`src/hw/rtl/sil_pkg.sv`:
```
// Shared types and constants for the shadow interval line core.
`default_nettype none
package sil_pkg;

   localparam int MAX_SHADOWS_DEF = 32;
   localparam int MAX_ROW_DEF     = 255;

   localparam int ROW_W  = 8;
   localparam int COL_W  = 8;
   localparam int FRAC_W = 9;   // width of a denominator or of an end numerator
   localparam int PROD_W = 18;  // width of one cross product

   typedef struct packed {
      logic             new_line;
      logic [ROW_W-1:0] tile_row;
      logic [COL_W-1:0] tile_col;
      logic             opaque;
   } req_type;

   typedef struct packed {
      logic visible;
      logic full_shadow;
      logic table_overflow;
   } rsp_type;

   // one shadow: start sn/sd, end en/ed
   typedef struct packed {
      logic [COL_W-1:0]  sn;
      logic [FRAC_W-1:0] sd;
      logic [FRAC_W-1:0] en;
      logic [FRAC_W-1:0] ed;
   } entry_type;

   typedef enum logic [1:0] {
      MODE_BOTH,
      MODE_NEXT,
      MODE_PREV,
      MODE_INSERT
   } merge_mode_type;

   typedef struct packed {
      logic           compare;
      logic           apply;
      merge_mode_type mode;
   } cell_ctrl_type;

   typedef struct packed {
      logic covered;
      logic prev_hit;
      logic next_hit;
   } cell_hit_type;

   typedef enum logic [1:0] {
      ST_IDLE,
      ST_COMPARE,
      ST_UPDATE
   } sil_state_type;

endpackage
`default_nettype wire

```
`src/hw/rtl/sil_cell.sv`:
```
// One cell of the shadow line: holds one shadow, compares it with the tile, shifts.
`default_nettype none
module sil_cell (
   input  wire logic                  clock,
   input  wire sil_pkg::entry_type     p,
   input  wire logic                  valid,
   input  wire logic                  left_lt,
   input  wire logic                  right_lt,
   input  wire sil_pkg::entry_type     left_entry,
   input  wire sil_pkg::entry_type     right_entry,
   input  wire sil_pkg::cell_ctrl_type ctrl,
   output      sil_pkg::entry_type     entry,
   output      logic                  lt_v,
   output      sil_pkg::cell_hit_type  hit
);
   import sil_pkg::*;

   typedef struct packed {
      logic le_start;
      logic lt_start;
      logic le_end;
      logic prev_ov;
      logic next_ov;
   } cmp_flags_type;

   entry_type     entry_ff, entry_in;
   cmp_flags_type flags_ff, flags_in;

   logic [PROD_W-1:0] s_x_pd, ps_x_sd, pe_x_ed, e_x_ped, ps_x_ed, e_x_psd, s_x_ped, pe_x_sd;
   logic at_idx, above, is_prev;

   // cross products of the stored shadow against the tile projection
   assign s_x_pd  = PROD_W'(entry_ff.sn) * PROD_W'(p.sd);
   assign ps_x_sd = PROD_W'(p.sn) * PROD_W'(entry_ff.sd);
   assign pe_x_ed = PROD_W'(p.en) * PROD_W'(entry_ff.ed);
   assign e_x_ped = PROD_W'(entry_ff.en) * PROD_W'(p.ed);
   assign ps_x_ed = PROD_W'(p.sn) * PROD_W'(entry_ff.ed);
   assign e_x_psd = PROD_W'(entry_ff.en) * PROD_W'(p.sd);
   assign s_x_ped = PROD_W'(entry_ff.sn) * PROD_W'(p.ed);
   assign pe_x_sd = PROD_W'(p.en) * PROD_W'(entry_ff.sd);

   always_comb begin
      flags_in.le_start = s_x_pd <= ps_x_sd;
      flags_in.lt_start = s_x_pd < ps_x_sd;
      flags_in.le_end   = pe_x_ed <= e_x_ped;
      flags_in.prev_ov  = ps_x_ed < e_x_psd;
      flags_in.next_ov  = s_x_ped < pe_x_sd;
   end

   // position relative to the insertion point (list is sorted by start)
   assign lt_v    = valid & flags_ff.lt_start;
   assign at_idx  = ~lt_v & left_lt;
   assign above   = ~lt_v & ~left_lt;
   assign is_prev = lt_v & ~right_lt;

   assign hit.covered  = valid & flags_ff.le_start & flags_ff.le_end;
   assign hit.prev_hit = is_prev & flags_ff.prev_ov;
   assign hit.next_hit = at_idx & valid & flags_ff.next_ov;

   always_comb begin
      entry_in = entry_ff;
      if (ctrl.apply) begin
         case (ctrl.mode)
            MODE_BOTH: begin
               if (is_prev) begin
                  entry_in.en = right_entry.en;
                  entry_in.ed = right_entry.ed;
               end else if (at_idx || above) begin
                  entry_in = right_entry;
               end
            end
            MODE_NEXT: begin
               if (at_idx) begin
                  entry_in.sn = p.sn;
                  entry_in.sd = p.sd;
               end
            end
            MODE_PREV: begin
               if (is_prev) begin
                  entry_in.en = p.en;
                  entry_in.ed = p.ed;
               end
            end
            MODE_INSERT: begin
               if (at_idx) begin
                  entry_in = p;
               end else if (above) begin
                  entry_in = left_entry;
               end
            end
            default: entry_in = entry_ff;
         endcase
      end
   end

   always_ff @(posedge clock) begin
      if (ctrl.compare) begin
         flags_ff <= flags_in;
      end
      entry_ff <= entry_in;
   end

   assign entry = entry_ff;

endmodule
`default_nettype wire

```
`config.mk`:
```
export PLATFORM = sky130hd
export DESIGN_NAME = sil_cell
export DESIGN_NICKNAME = d
export VERILOG_FILES = /design/src/hw/rtl/sil_pkg.sv /design/src/hw/rtl/sil_cell.sv
export SDC_FILE = /design/constraint.sdc
export NUM_CORES = 1
export LEC_CHECK = 0
export ABC_AREA = 1
export BUFFER_PORTS_ARGS = -buffer_cell sky130_fd_sc_hd__buf_2
export CAP_MARGIN = 20
export CORE_MARGIN = 5
export CORE_UTILIZATION = 25
export CTS_BUF_LIST = sky130_fd_sc_hd__clkbuf_2 sky130_fd_sc_hd__clkbuf_4 sky130_fd_sc_hd__clkbuf_8
export CTS_CLUSTER_SIZE = 20
export DETAILED_ROUTE_END_ITERATION = 8
export MAX_ROUTING_LAYER = met4
export SETUP_SLACK_MARGIN = 0.4
export SLEW_MARGIN = 20
export SYNTH_ARGS = -nofsm -noshare
export SYNTH_HDL_FRONTEND = slang
export SYNTH_SLANG_ARGS = --single-unit
```
`constraint.sdc`:
```
create_clock -name clock -period 7.15 [get_ports clock]
set_input_delay 0.3575 -clock clock [delete_from_list [all_inputs] [get_ports clock]]
set_output_delay 0.3575 -clock clock [all_outputs]
set_load 0.03 [all_outputs]
```
# Yosys cells after proc, flatten, opt, wreduce, memory -nomap -nowiden
# Cells that the tools add are included.
[word_totals]
ramBits = 0
latchBits = 0
reg_bits = 40
romBits = 0
out_inout_bits = 39
inputBits = 113
n_memories = 0
elab_cells = 58
[op_classes]
n_mul = 8
n_mux = 9
reduce_logical = 6
n_bitwise = 12
div_mod_pow = 0
order_cmp = 5
addsub = 0
eq_ne = 9
shifts = 0
[op_table]
columns = ["cell", "n"]
rows = [
  ["35-bit 2-to-1 mux", 3],
  ["9-bit by 9-bit multiplier with 18-bit output", 4],
  ["8-bit by 9-bit multiplier with 17-bit output", 4],
  ["18-bit case mux with 3 select lines", 1],
  ["17-bit case mux with 3 select lines", 1],
  ["17-bit by 18-bit less-than comparator with 1-bit output", 2],
  ["18-bit 2-to-1 mux", 2],
  ["17-bit 2-to-1 mux", 2],
  ["18-bit <= comparator", 1],
  ["17-bit <= comparator", 1],
  ["17-bit less-than comparator", 1],
  ["1-bit AND", 9],
  ["2-bit inequality test, second input constant", 4],
  ["3-bit inequality test, second input constant", 2],
  ["6-bit AND reduction", 1],
  ["3-bit nonzero test", 2],
  ["5-bit AND reduction", 1],
  ["2-bit == test, second input constant", 2],
  ["1-bit NOT", 3],
  ["2-bit by 1-bit == test with 1-bit output, second input constant", 1],
  ["2-bit logical NOT", 1],
  ["1-bit logical OR", 1],
]

# Longest topological paths before layout
# Gate-level depths: netlist of run 1.
[depth]
word_depth = 7
mapped_depth = 33
ltp_nobuf = 31

# Worst setup path before layout of run 1
# Ideal clock, no wire load.
[synth_path]
path_type = "reg-to-reg"
start = "register entry_ff, in the netlist entry[11]"
end = "register flags_ff[2] in the netlist's numbering (data pin)"
n_path_buf = 2
setup_time_ps = 253
period_less_slack_ps = 5587
path_stages_with_launch = 25
required_ps = 6897
arrival_time_ps = 5334
setup_slack_ps = 1563
path_cell_list = "edfxtp_1 > clkbuf_1 > clkbuf_1 > nand2_1 > fa_1 > fa_1 > inv_1 > fa_1 > inv_1 > fa_1 > inv_1 > ha_1 > a21oi_1 > a21boi_2 > inv_1 > a21o_1 > nand2_1 > nand2_1 > xor2_1 > ha_1 > nand2_1 > nor3_1 > o211ai_1 > nand3_1 > nand2_1"
[synth_rtl]
columns = ["element", "line", "source"]
rows = [
  ["from (decl)", "sil_cell.sv:26", "entry_type entry_ff, entry_in;"],
  ["from (signal assigned)", "sil_cell.sv:100", "entry_ff <= entry_in;"],
  ["to (signal assigned)", "sil_cell.sv:98", "flags_ff <= flags_in;"],
  ["to (decl)", "sil_cell.sv:27", "cmp_flags_type flags_ff, flags_in;"],
]

==> results by group, run 1 <==
Synth
  • Ys flop type: edfxtp_1
  • EDFF count, synth: 40
  • Syn Inst Count: 3,405
  • YS warnings: 0
  • Sequential cell area fraction in the yosys report: 4.94%
  • Synth unique cells: 39
  • Syn nets: 4,253
  • FFs w/ async S/R, synth: 0%
  • Cell Area, Synth: 24,300 sq um
  • Yosys reg bits: 40
  • Mapped Avg Cell Area: 7.14 sq um

Die
  • Die Span Y: 322 um
  • Io pins: 152
  • Die Width: 322 um
  • Initial Util: 25.2%
  • Die area: 104,000 sq um
  • Num rows: 114
  • Core area: 96,600 sq um

GRT
  • Largest net degree at the start of global routing: 41
  • First-pass GRT wire length: 110,000 um
  • Initial antenna violation count: 10
  • Overall Global Routing Usage: 13.6%
  • Number of global-route vias before repair: 21,000
  • GRT overflow: 0

Worst setup path
  • Most common cell on crit path: nand2_1
  • CP startpoint kind: register
  • CP endpoint kind: register
  • Crit-path max FO: 18
  • Setup CP Type: register to register
  • Largest stage delay, worst path: 1.07 ns
  • Arrival time worst endpoint: 5.98 ns
  • R2r setup slk: 1.33 ns
  • RR Endpoint: flags_ff[2]
  • FF-to-FF Start: entry[4]
  • CP max stage cell: edfxtp_1
  • WP buf/inv: 6
  • R2R depth: 25
  • Worst path top cell family by delay: adder cells
  • Required time worst endpoint: 7.31 ns

Min path
  • Hold_sp: right_entry[27]
  • Min-Delay Endpoint: entry[27]
  • WHS Path Cells: 3
  • HP Class: input port to register

Clock tree
  • Post-CTS resize count: 0
  • H-Tree Depth: 2
  • CTS sink count: 40
  • Num CTS Buffers: 5
  • Hold Buf Count CTS: 0
  • Post-CTS Setup Inserts: 0
  • CTS clk-pin slew, worst paths: 0.14 ns
  • CTS root buffer: clkbuf_8
  • CTS tree: yes
  • Clk_lat worst skew: 0.42 ns
  • Clock buffer depth: 2

Status
  • Outcome: finished, final reports clean

Timing
  • Unrepaired setup endpoints after global routing: false
  • Final period util: 81.4%
  • Max frequency: 0.172 GHz
  • Final Setup Violations: 0
  • Slew Limit Fails: 0
  • Fin crit period: 5.82 ns
  • Fin. Hold Viols: 0
  • Total negative slack: 0 ns
  • Slew HR: 28.2%
  • Slew @ Worst Pin: 1.08 ns
  • Clock skew: 0.0270 ns

Placed design
  • IO buf count: 151
  • Routability congestion estimate: 0.865
  • HPWL after detailed placement: 55,500 um

Routing
  • Drt first-iter violations: 1,371
  • Antenna viol nets, final: 0
  • # DRC: 0
  • Vias/cell: 4.36
  • Wire per inst: 14.3 um
  • Total wire length: 67,300 um
  • First-pass iteration count of the detailed router: 5
  • Vias: 20,500

Final layout
  • Area grow syn2layout: 8.42%
  • Final core occ: 27.3%
  • Layout cells sized above 1: 5.98%
  • Final net count: 4,274

Pwr
  • PwrDens: 394 nW/um^2
  • Pleak: 0.0168 uW
  • Total Power: 10,400 uW
  • Worst VDD drop: 0.000331 V

Run
  • Max-Cap Viols: 0
[worst max-delay path by stage]
stage | slack, ns | cells past startpoint | start | end
2_1_floorplan | 1.56 | 24 | entry[11] | flags_ff[2]
3_3_place_gp | 1.52 | 22 | entry[4] | flags_ff[2]
3_5_place_dp | 1.39 | 25 | entry[4] | flags_ff[2]
4_1_cts | 1.35 | 25 | entry[4] | flags_ff[2]
5_1_grt | 0.89 | 25 | entry[4] | flags_ff[2]
6_report | 1.33 | 25 | entry[4] | flags_ff[2]
[Yosys cell counts, types with 2 or more instances]
master / number / area (sq um)
o221ai_1: 18 / 158
buf_2: 11 / 55.1
o21ai_2: 8 / 70.1
a211oi_1: 8 / 60.1
o21bai_1: 5 / 37.5
ha_1: 367 / 4590
nor2_1: 78 / 293
edfxtp_1: 40 / 1200
a21oi_1: 100 / 500
o21ai_0: 61 / 305
clkbuf_1: 121 / 454
xor2_1: 64 / 561
nand4_1: 13 / 81.3
buf_1: 26 / 97.6
inv_1: 1059 / 3980
a21o_1: 11 / 82.6
o31ai_1: 10 / 75.1
xnor2_1: 32 / 280
a21boi_2: 2 / 22.5
nor3_1: 16 / 80.1
a21oi_2: 6 / 52.6
nor4_1: 4 / 25.0
nand3_1: 64 / 320
a31oi_1: 9 / 56.3
o211ai_1: 18 / 135
nand2_1: 873 / 3280
fa_1: 368 / 7370
inv_2: 2 / 7.51
[where the power goes]
part           total (uW)  switching, uW  internal, uW  leakage (uW)
clock network         254            148           106     0.0000548
logic                9660           5780          3880        0.0164
registers             482            146           336      0.000377
[placed cells by master, fill, tap and decap left out, drive strengths merged]
cell type	instances
o221ai	18
or2	1
o21ai	70
a221oi	1
ha	367
o21bai	6
nor4	4
buf	172
a21o	11
a21oi	106
o21a	1
a211oi	8
xor2	64
nand3	65
fa	368
o31ai	10
clkbuf	5
nand2	874
edfxtp	40
nor3	16
and3	1
diode	4
a31oi	9
nand4	13
inv	1062
o211ai	19
bufinv	1
nor2	78
xnor2	32
a32oi	1
a21boi	3
clkinvlp	1
[cells by family after synthesis]
logic type | Yosys count | synth area share [%]
AOI/OAI and AO/OA | 263 | 6.65
xor gates and xnor gates | 96 | 3.46
adders and majority gates | 735 | 49.2
buffers and inverters | 1219 | 18.9
DFF | 40 | 4.94
and+or+nand+nor | 1052 | 16.9
[flip-flops by register name (all words and copies together), names as in the netlist]
register  flops
entry        35
flags_ff      5
[layout make-up]
type | instances | area, sq um
clock buffer | 5 | 68.8
timing repair buffer | 172 | 913
inverter | 1061 | 3980
antenna | 4 | 10.0
fill | 10600 | 70200
clock inverter | 3 | 46.3
multi-input combinational | 2146 | 18500
tap | 1276 | 1600
sequential | 40 | 1200
[tightest hold or removal path: cells and delay by family]
kind | cells | cell delay [ns]
AND/OR/NAND/NOR | 1 | 0.05
buffers and inverters | 1 | 0.08
AO/OA/AOI/OAI | 1 | 0.08
[stage by stage]
step                      std cells  hold WS [ns]  instance area, sq um  setup slack, ns
after CTS                      4703         0.218                 26300             1.35
final                          4707         0.244                 26400             1.33
after global placement         4695         0.677                 26200             1.52
after detailed placement       4695         0.677                 26200             1.39
after global routing           4706         0.244                 26400            0.888
after floorplan                3405         0.470                 24300             1.56
[metal layers]
layer | vias to the layer above | global-route usage [%] | wire [um]
li1 | 9938 | - | -
met1 | 9901 | 18.2 | 30500
met2 | 600 | 21.9 | 30400
met3 | 69 | 2.40 | 5220
met4 | 0 | 2.40 | 1130
met5 | - | - | 0
Power figures use the tool's default switching activity.
==> run 2: changes to the inputs <==
==> constraint.sdc (replaced) <==
create_clock -name clock -period 5.45 [get_ports clock]
set_input_delay 0.2725 -clock clock [delete_from_list [all_inputs] [get_ports clock]]
set_output_delay 0.2725 -clock clock [all_outputs]
set_load 0.03 [all_outputs]
==> results by group, run 2 (synthesis gave the netlist of run 1 again) <==
Timing
  • Max frequency: 0.192 GHz (was 0.172 GHz)
  • Final Setup Violations: 0 (unchanged)
  • Slew HR: 30.0% (was 28.2%)
  • Fin crit period: 5.21 ns (was 5.82 ns)
  • Clock skew: 0.0238 ns (was 0.0270 ns)
  • Hold_ws: 0.176 ns (was 0.244 ns)
  • Slew Limit Fails: 0 (unchanged)
  • PnR worst setup slack: 0.238 ns (was 1.33 ns)
  • Fin. Hold Viols: 0 (unchanged)
  • Total negative slack: 0 ns (unchanged)
  • Unrepaired setup endpoints after global routing: true (was false)
  • Final period util: 95.6% (was 81.4%)
  • Slew @ Worst Pin: 1.05 ns (was 1.08 ns)

GRT
  • Largest net degree at the start of global routing: 41 (unchanged)
  • Overall Global Routing Usage: 14.4% (was 13.6%)
  • GRT overflow: 0 (unchanged)
  • First-pass GRT wire length: 116,000 um (was 110,000 um)
  • Initial antenna violation count: 8 (was 10)
  • Number of global-route vias before repair: 22,000 (was 21,000)

Worst setup path
  • Setup CP Type: register to register (unchanged)
  • Crit-path max FO: 5 (was 18)
  • CP startpoint kind: register (unchanged)
  • R2R depth: 24 (was 25)
  • Arrival time worst endpoint: 5.36 ns (was 5.98 ns)
  • Required time worst endpoint: 5.60 ns (was 7.31 ns)
  • CP endpoint kind: register (unchanged)

Die
  • Io pins: 152 (unchanged)
  • Die Span Y: 322 um (unchanged)
  • Die Width: 322 um (unchanged)
  • Die area: 104,000 sq um (unchanged)
  • Num rows: 114 (unchanged)
  • Initial Util: 25.2% (unchanged)
  • Core area: 96,600 sq um (unchanged)

Final layout
  • FF/Latch Area: 1200 sq um (unchanged)
  • Multi-input gate area: 19,300 sq um (was 18,500 sq um)
  • Area grow syn2layout: 19.2% (was 8.42%)
  • Fillers: 10,400 (was 10,600)
  • Commonest non-fill, non-tap cells in the layout: 1,041 x inv_1, 848 x nand2_1, 360 x fa_1 (was 1,059 x inv_1, 873 x nand2_1, 368 x fa_1)
  • Leading cell type in the layout, fill and taps excluded: inv_1 (unchanged)
  • Final net count: 4,473 (was 4,274)
  • Post-route cell area: 29,000 sq um (was 26,400 sq um)
  • Max reg flops: 35 (unchanged)
  • Non-filler instance count after layout: 4,906 (was 4,707)
  • Layout cells sized above 1: 15.0% (was 5.98%)

Placed design
  • Setup WS pre-CTS: 0.141 ns (was 1.39 ns)
  • Routability congestion estimate: 0.872 (was 0.865)
  • Placed insts: 4,777 (was 4,695)
  • Placed Area: 27,100 sq um (was 26,200 sq um)
  • IO buf count: 151 (unchanged)
  • HPWL after detailed placement: 60,000 um (was 55,500 um)

Clock tree
  • Clk_lat worst skew: 0.39 ns (was 0.42 ns)
  • CTS root buffer: clkbuf_8 (unchanged)
  • Num CTS Buffers: 5 (unchanged)
  • CTS sink count: 40 (unchanged)
  • Clock buffer depth: 2 (unchanged)
  • CTS tree: yes (unchanged)
  • H-Tree Depth: 2 (unchanged)
  • CTS clk-pin slew, worst paths: 0.13 ns (was 0.14 ns)

Routing
  • Total wire length: 73,700 um (was 67,300 um)
  • First-pass iteration count of the detailed router: 5 (unchanged)
  • Vias: 21,500 (was 20,500)
  • Vias/cell: 4.39 (was 4.36)
  • Antenna viol nets, final: 0 (unchanged)
  • # DRC: 0 (unchanged)
  • Wire per inst: 15.0 um (was 14.3 um)
  • Drt first-iter violations: 1,305 (was 1,371)

Min path
  • WHS Path Cells: 3 (unchanged)
  • HP Class: input port to register (unchanged)

Pwr
  • Sequential power share: 3.0% (was 4.6%)
  • Clock share of power: 1.9% (was 2.4%)
  • Combinational Power Share: 95.1% (was 92.9%)
  • Int Pwr: 7240 uW (was 4320 uW)
  • Worst VDD drop: 0.000434 V (was 0.000331 V)
  • PwrDens: 569 nW/um^2 (was 394 nW/um^2)
  • Switching part of the total power: 56.1% (was 58.4%)
  • Switching power total: 9260 uW (was 6070 uW)
  • Pleak: 0.0180 uW (was 0.0168 uW)

Run
  • Max-Cap Viols: 0 (unchanged)

Status
  • Outcome: finished, final reports clean (unchanged)
run 2: changes by cell type in the layout (fill, tap and decap cells not counted), moves of 15 or more:
cell     delta
inv_1      -18
o21ai_0    -15
ha_1       -33
nand2_1    -25
buf_12     +22
inv_2      +18
a21oi_2    +18
buf_4     +161
nand2_2    +21
ha_4       +30
a21oi_1    -21
run 2: final cells by class:
cell class                      instances  area share (%)
Sequential cell                        40            4.15
Clock inverter                          3           0.147
Tap cell                             1276            5.51
Antenna cell                            4          0.0346
Multi-Input combinational cell       2146            66.7
Timing Repair Buffer                  371            9.49
Inverter                             1061            13.7
Clock buffer                            5           0.238
run 2: final timing paths:
path,endpoint,startpoint,slack (ns)
setup / recovery,flags_ff[2],entry[13],0.24
hold / removal,entry[27],right_entry[27],0.18
setup reg to reg,flags_ff[2],entry[13],0.24
hold reg to reg,entry[34],flags_ff[3],1.19
run 2: worst max-delay path, stage by stage, from the launching register on:
cell	delay, ns
edfxtp_1	0.56
buf_4	0.21
buf_6	0.11
nand2_1	0.08
fa_2	0.45
fa_1	0.49
inv_1	0.05
fa_1	0.47
inv_1	0.05
fa_1	0.49
inv_2	0.04
ha_4	0.24
a21oi_1	0.14
a21boi_2	0.20
inv_1	0.07
a21o_1	0.19
nand2_1	0.08
nand2_1	0.08
xor2_2	0.18
ha_4	0.29
nand2_2	0.08
nor3_4	0.19
o211ai_1	0.10
nand3_1	0.09
nand2_1	0.06
run 2: timing repair:
item,CTS,global route
resized for setup,82,96
pin swaps,58,73
setup buffers,90,27
gates cloned,0,0
setup endpoints to repair,5,5
hold buffers,0,0
run 2: layer usage:
metal	share of wire [%]	track usage, %	vias up
met4	2.2	3.00	0
met1	44	18.6	10500
met5	0	-	-
met3	9.2	3.89	86
met2	45	23.0	640
li1	-	-	10400
run 2: power by group through the flow:
stage	Clock [uW]	Combinational [uW]	Sequential, uW
after floorplan	0	10300	525
after global placement	0	13000	542
after detailed placement	0	13200	544
after CTS	325	14400	503
after global routing	339	17900	501
final	319	15700	495
run 2: metrics by stage:
step	power, uW	utilization (%)
global route	18700	30.0
finish	16500	30.0
floorplan	10800	-
CTS	15200	29.4
detailed placement	13800	28.1
global placement	13600	28.1
==> run 3: changes to the inputs <==
--- a/config.mk
+++ b/config.mk
@@ -8,7 +8,7 @@
 export ABC_AREA = 1
 export BUFFER_PORTS_ARGS = -buffer_cell sky130_fd_sc_hd__buf_2
 export CAP_MARGIN = 20
-export CORE_MARGIN = 5
+export CORE_MARGIN = 10
 export CORE_UTILIZATION = 25
 export CTS_BUF_LIST = sky130_fd_sc_hd__clkbuf_2 sky130_fd_sc_hd__clkbuf_4 sky130_fd_sc_hd__clkbuf_8
 export CTS_CLUSTER_SIZE = 20
==> results by group, run 3 (synthesis gave the netlist of run 1 again) <==
Timing
  • Max frequency: 0.194 GHz (was 0.192 GHz)
  • Slew Limit Fails: 0 (unchanged)
  • Fin. Hold Viols: 0 (unchanged)
  • Final Setup Violations: 0 (unchanged)
  • Unrepaired setup endpoints after global routing: true (unchanged)
  • Clock skew: 0.0204 ns (was 0.0238 ns)
  • Slew @ Worst Pin: 1.06 ns (was 1.05 ns)
  • Fin crit period: 5.16 ns (was 5.21 ns)
  • Final period util: 94.7% (was 95.6%)
  • Slew HR: 29.2% (was 30.0%)

Final layout
  • Area grow syn2layout: 18.4% (was 19.2%)
  • Max reg flops: 35 (unchanged)
  • Non-filler instance count after layout: 4,889 (was 4,906)
  • Leading cell type in the layout, fill and taps excluded: inv_1 (unchanged)
  • Layout cells sized above 1: 14.4% (was 15.0%)
  • Commonest non-fill, non-tap cells in the layout: 1,037 x inv_1, 850 x nand2_1, 361 x fa_1 (was 1,041 x inv_1, 848 x nand2_1, 360 x fa_1)
  • Final net count: 4,454 (was 4,473)

Clock tree
  • H-Tree Depth: 2 (unchanged)
  • Clk_lat worst skew: 0.38 ns (was 0.39 ns)
  • CTS root buffer: clkbuf_8 (unchanged)
  • Hold Buf Count CTS: 0 (unchanged)
  • Num CTS Buffers: 5 (unchanged)
  • Clock buffer depth: 2 (unchanged)
  • CTS sink count: 40 (unchanged)
  • CTS clk-pin slew, worst paths: 0.12 ns (was 0.13 ns)
  • CTS tree: yes (unchanged)

Pwr
  • Total Power: 16,400 uW (was 16,500 uW)
  • Int Pwr: 7180 uW (was 7240 uW)
  • Combinational Power Share: 95.4% (was 95.1%)
  • Switching power total: 9200 uW (was 9260 uW)
  • Switching part of the total power: 56.2% (was 56.1%)
  • Pleak: 0.0179 uW (was 0.0180 uW)
  • PwrDens: 569 nW/um^2 (about the same)
  • Worst VDD drop: 0.000388 V (was 0.000434 V)
  • Sequential power share: 3.1% (was 3.0%)
  • Clock share of power: 1.6% (was 1.9%)

Routing
  • Vias/cell: 4.37 (was 4.39)
  • Drt first-iter violations: 1,329 (was 1,305)
  • Vias: 21,400 (was 21,500)
  • Wire per inst: 15.2 um (was 15.0 um)
  • Antenna viol nets, final: 0 (unchanged)
  • Total wire length: 74,200 um (was 73,700 um)
  • First-pass iteration count of the detailed router: 7 (was 5)
  • # DRC: 0 (unchanged)

Run
  • Max-Cap Viols: 0 (unchanged)

Die
  • Core area: 96,600 sq um (unchanged)
  • Die area: 110,000 sq um (was 104,000 sq um)
  • Num rows: 114 (unchanged)
  • Die Width: 332 um (was 322 um)
  • Initial Util: 25.2% (unchanged)
  • Die Span Y: 332 um (was 322 um)
  • Io pins: 152 (unchanged)

GRT
  • First-pass GRT wire length: 118,000 um (was 116,000 um)
  • Initial antenna violation count: 11 (was 8)
  • Number of global-route vias before repair: 22,300 (was 22,000)
  • Overall Global Routing Usage: 13.7% (was 14.4%)
  • GRT overflow: 0 (unchanged)
  • Largest net degree at the start of global routing: 41 (unchanged)

Placed design
  • Placed insts: 4,786 (was 4,777)
  • HPWL after detailed placement: 60,600 um (was 60,000 um)
  • Routability congestion estimate: 0.891 (was 0.872)
  • IO buf count: 151 (unchanged)

Worst setup path
  • Critical Path Start: entry[23] (was entry[13])
  • Crit-path max FO: 4 (was 5)
  • RR Endpoint: flags_ff[4] (was flags_ff[2])
  • CP endpoint kind: register (unchanged)
  • FF-to-FF Start: entry[23] (was entry[13])
  • R2R depth: 26 (was 24)
  • Critical Path Sink: flags_ff[4] (was flags_ff[2])
  • Required time worst endpoint: 5.60 ns (about the same)
  • Arrival time worst endpoint: 5.31 ns (was 5.36 ns)
  • CP startpoint kind: register (unchanged)
  • R2r setup slk: 0.29 ns (was 0.24 ns)
  • Setup CP Type: register to register (unchanged)

Min path
  • Hold_sp: right_entry[18] (was right_entry[27])
  • HP Class: input port to register (unchanged)

Status
  • Outcome: finished, final reports clean (unchanged)
run 3: worst min-delay path by stage:
| stage | to | slack [ns] | cells after the start |
|---|---|---|---|
| floorplan | flags_ff[0] | 0.38 | 0 |
| global placement | entry[29] | 0.61 | 3 |
| detailed placement | entry[27] | 0.59 | 3 |
| CTS | entry[18] | 0.19 | 3 |
| global route | entry[31] | 0.22 | 3 |
| finish | entry[18] | 0.21 | 3 |
run 3: cell type report:
cell class / count / area [sq um]
antenna: 6 / 15.0
tap: 1276 / 1600
multi-input combinational: 2146 / 19300
clock buffer: 5 / 68.8
inverter: 1061 / 3990
sequential: 40 / 1200
clock inverter: 3 / 18.8
fill: 10400 / 67800
timing repair buffer: 352 / 2650
run 3: metrics by stage:
step	setup TNS, ns	hold slack [ns]	area (sq um)	utilization, %	setup WS (ns)
after detailed placement	-0.00896	0.591	27200	28.1	-0.00896
after CTS	0	0.195	28200	29.2	0.331
after global routing	0	0.223	28800	29.8	0.0593
after global placement	0	0.606	27100	28.1	0.106
after floorplan	0	0.385	24800	-	0.311
final	0	0.211	28800	29.8	0.287
run 3: power groups by stage:
| stage | sequential, uW | clock (uW) | combinational (uW) |
|---|---|---|---|
| 3_5_place_dp | 541 | 0 | 13300 |
| 4_1_cts | 500 | 267 | 14400 |
| 5_1_grt | 505 | 273 | 17900 |
| 2_1_floorplan | 525 | 0 | 10300 |
| 6_report | 501 | 259 | 15600 |
| 3_3_place_gp | 542 | 0 | 13200 |
run 3: timing repair:
item,4_1_cts,5_1_grt
endpoints found under the setup margin,5,5
gates cloned,0,1
setup buffers,64,24
hold endpoints to repair,0,0
pin swaps,54,66
resized for setup,83,95
run 3: critical path, cell delays in order, from the launching register on:
cell and delay (ns):
edfxtp_1 0.50, buf_6 0.17, buf_6 0.11, nand2_4 0.06
fa_1 0.44, fa_1 0.52, inv_1 0.05, fa_1 0.50
inv_2 0.05, fa_1 0.49, inv_2 0.05, ha_4 0.25
a21oi_2 0.12, a21boi_2 0.19, inv_1 0.07, a21o_1 0.20
nand2_1 0.08, nand2_2 0.06, xor2_2 0.16, ha_1 0.30
nand2_1 0.07, nor2_2 0.13, nand2_1 0.06, inv_1 0.07
nand4_1 0.08, nand3_1 0.11, o21ai_1 0.07
run 3: per-layer routing:
layer	track usage, %	wire, um	vias up	share of wire [%]
met5	-	0	-	0
met4	3.45	2150	0	2.9
met3	3.43	6740	107	9.1
met2	21.4	32500	680	44
met1	17.7	32800	10300	44
li1	-	-	10300	-
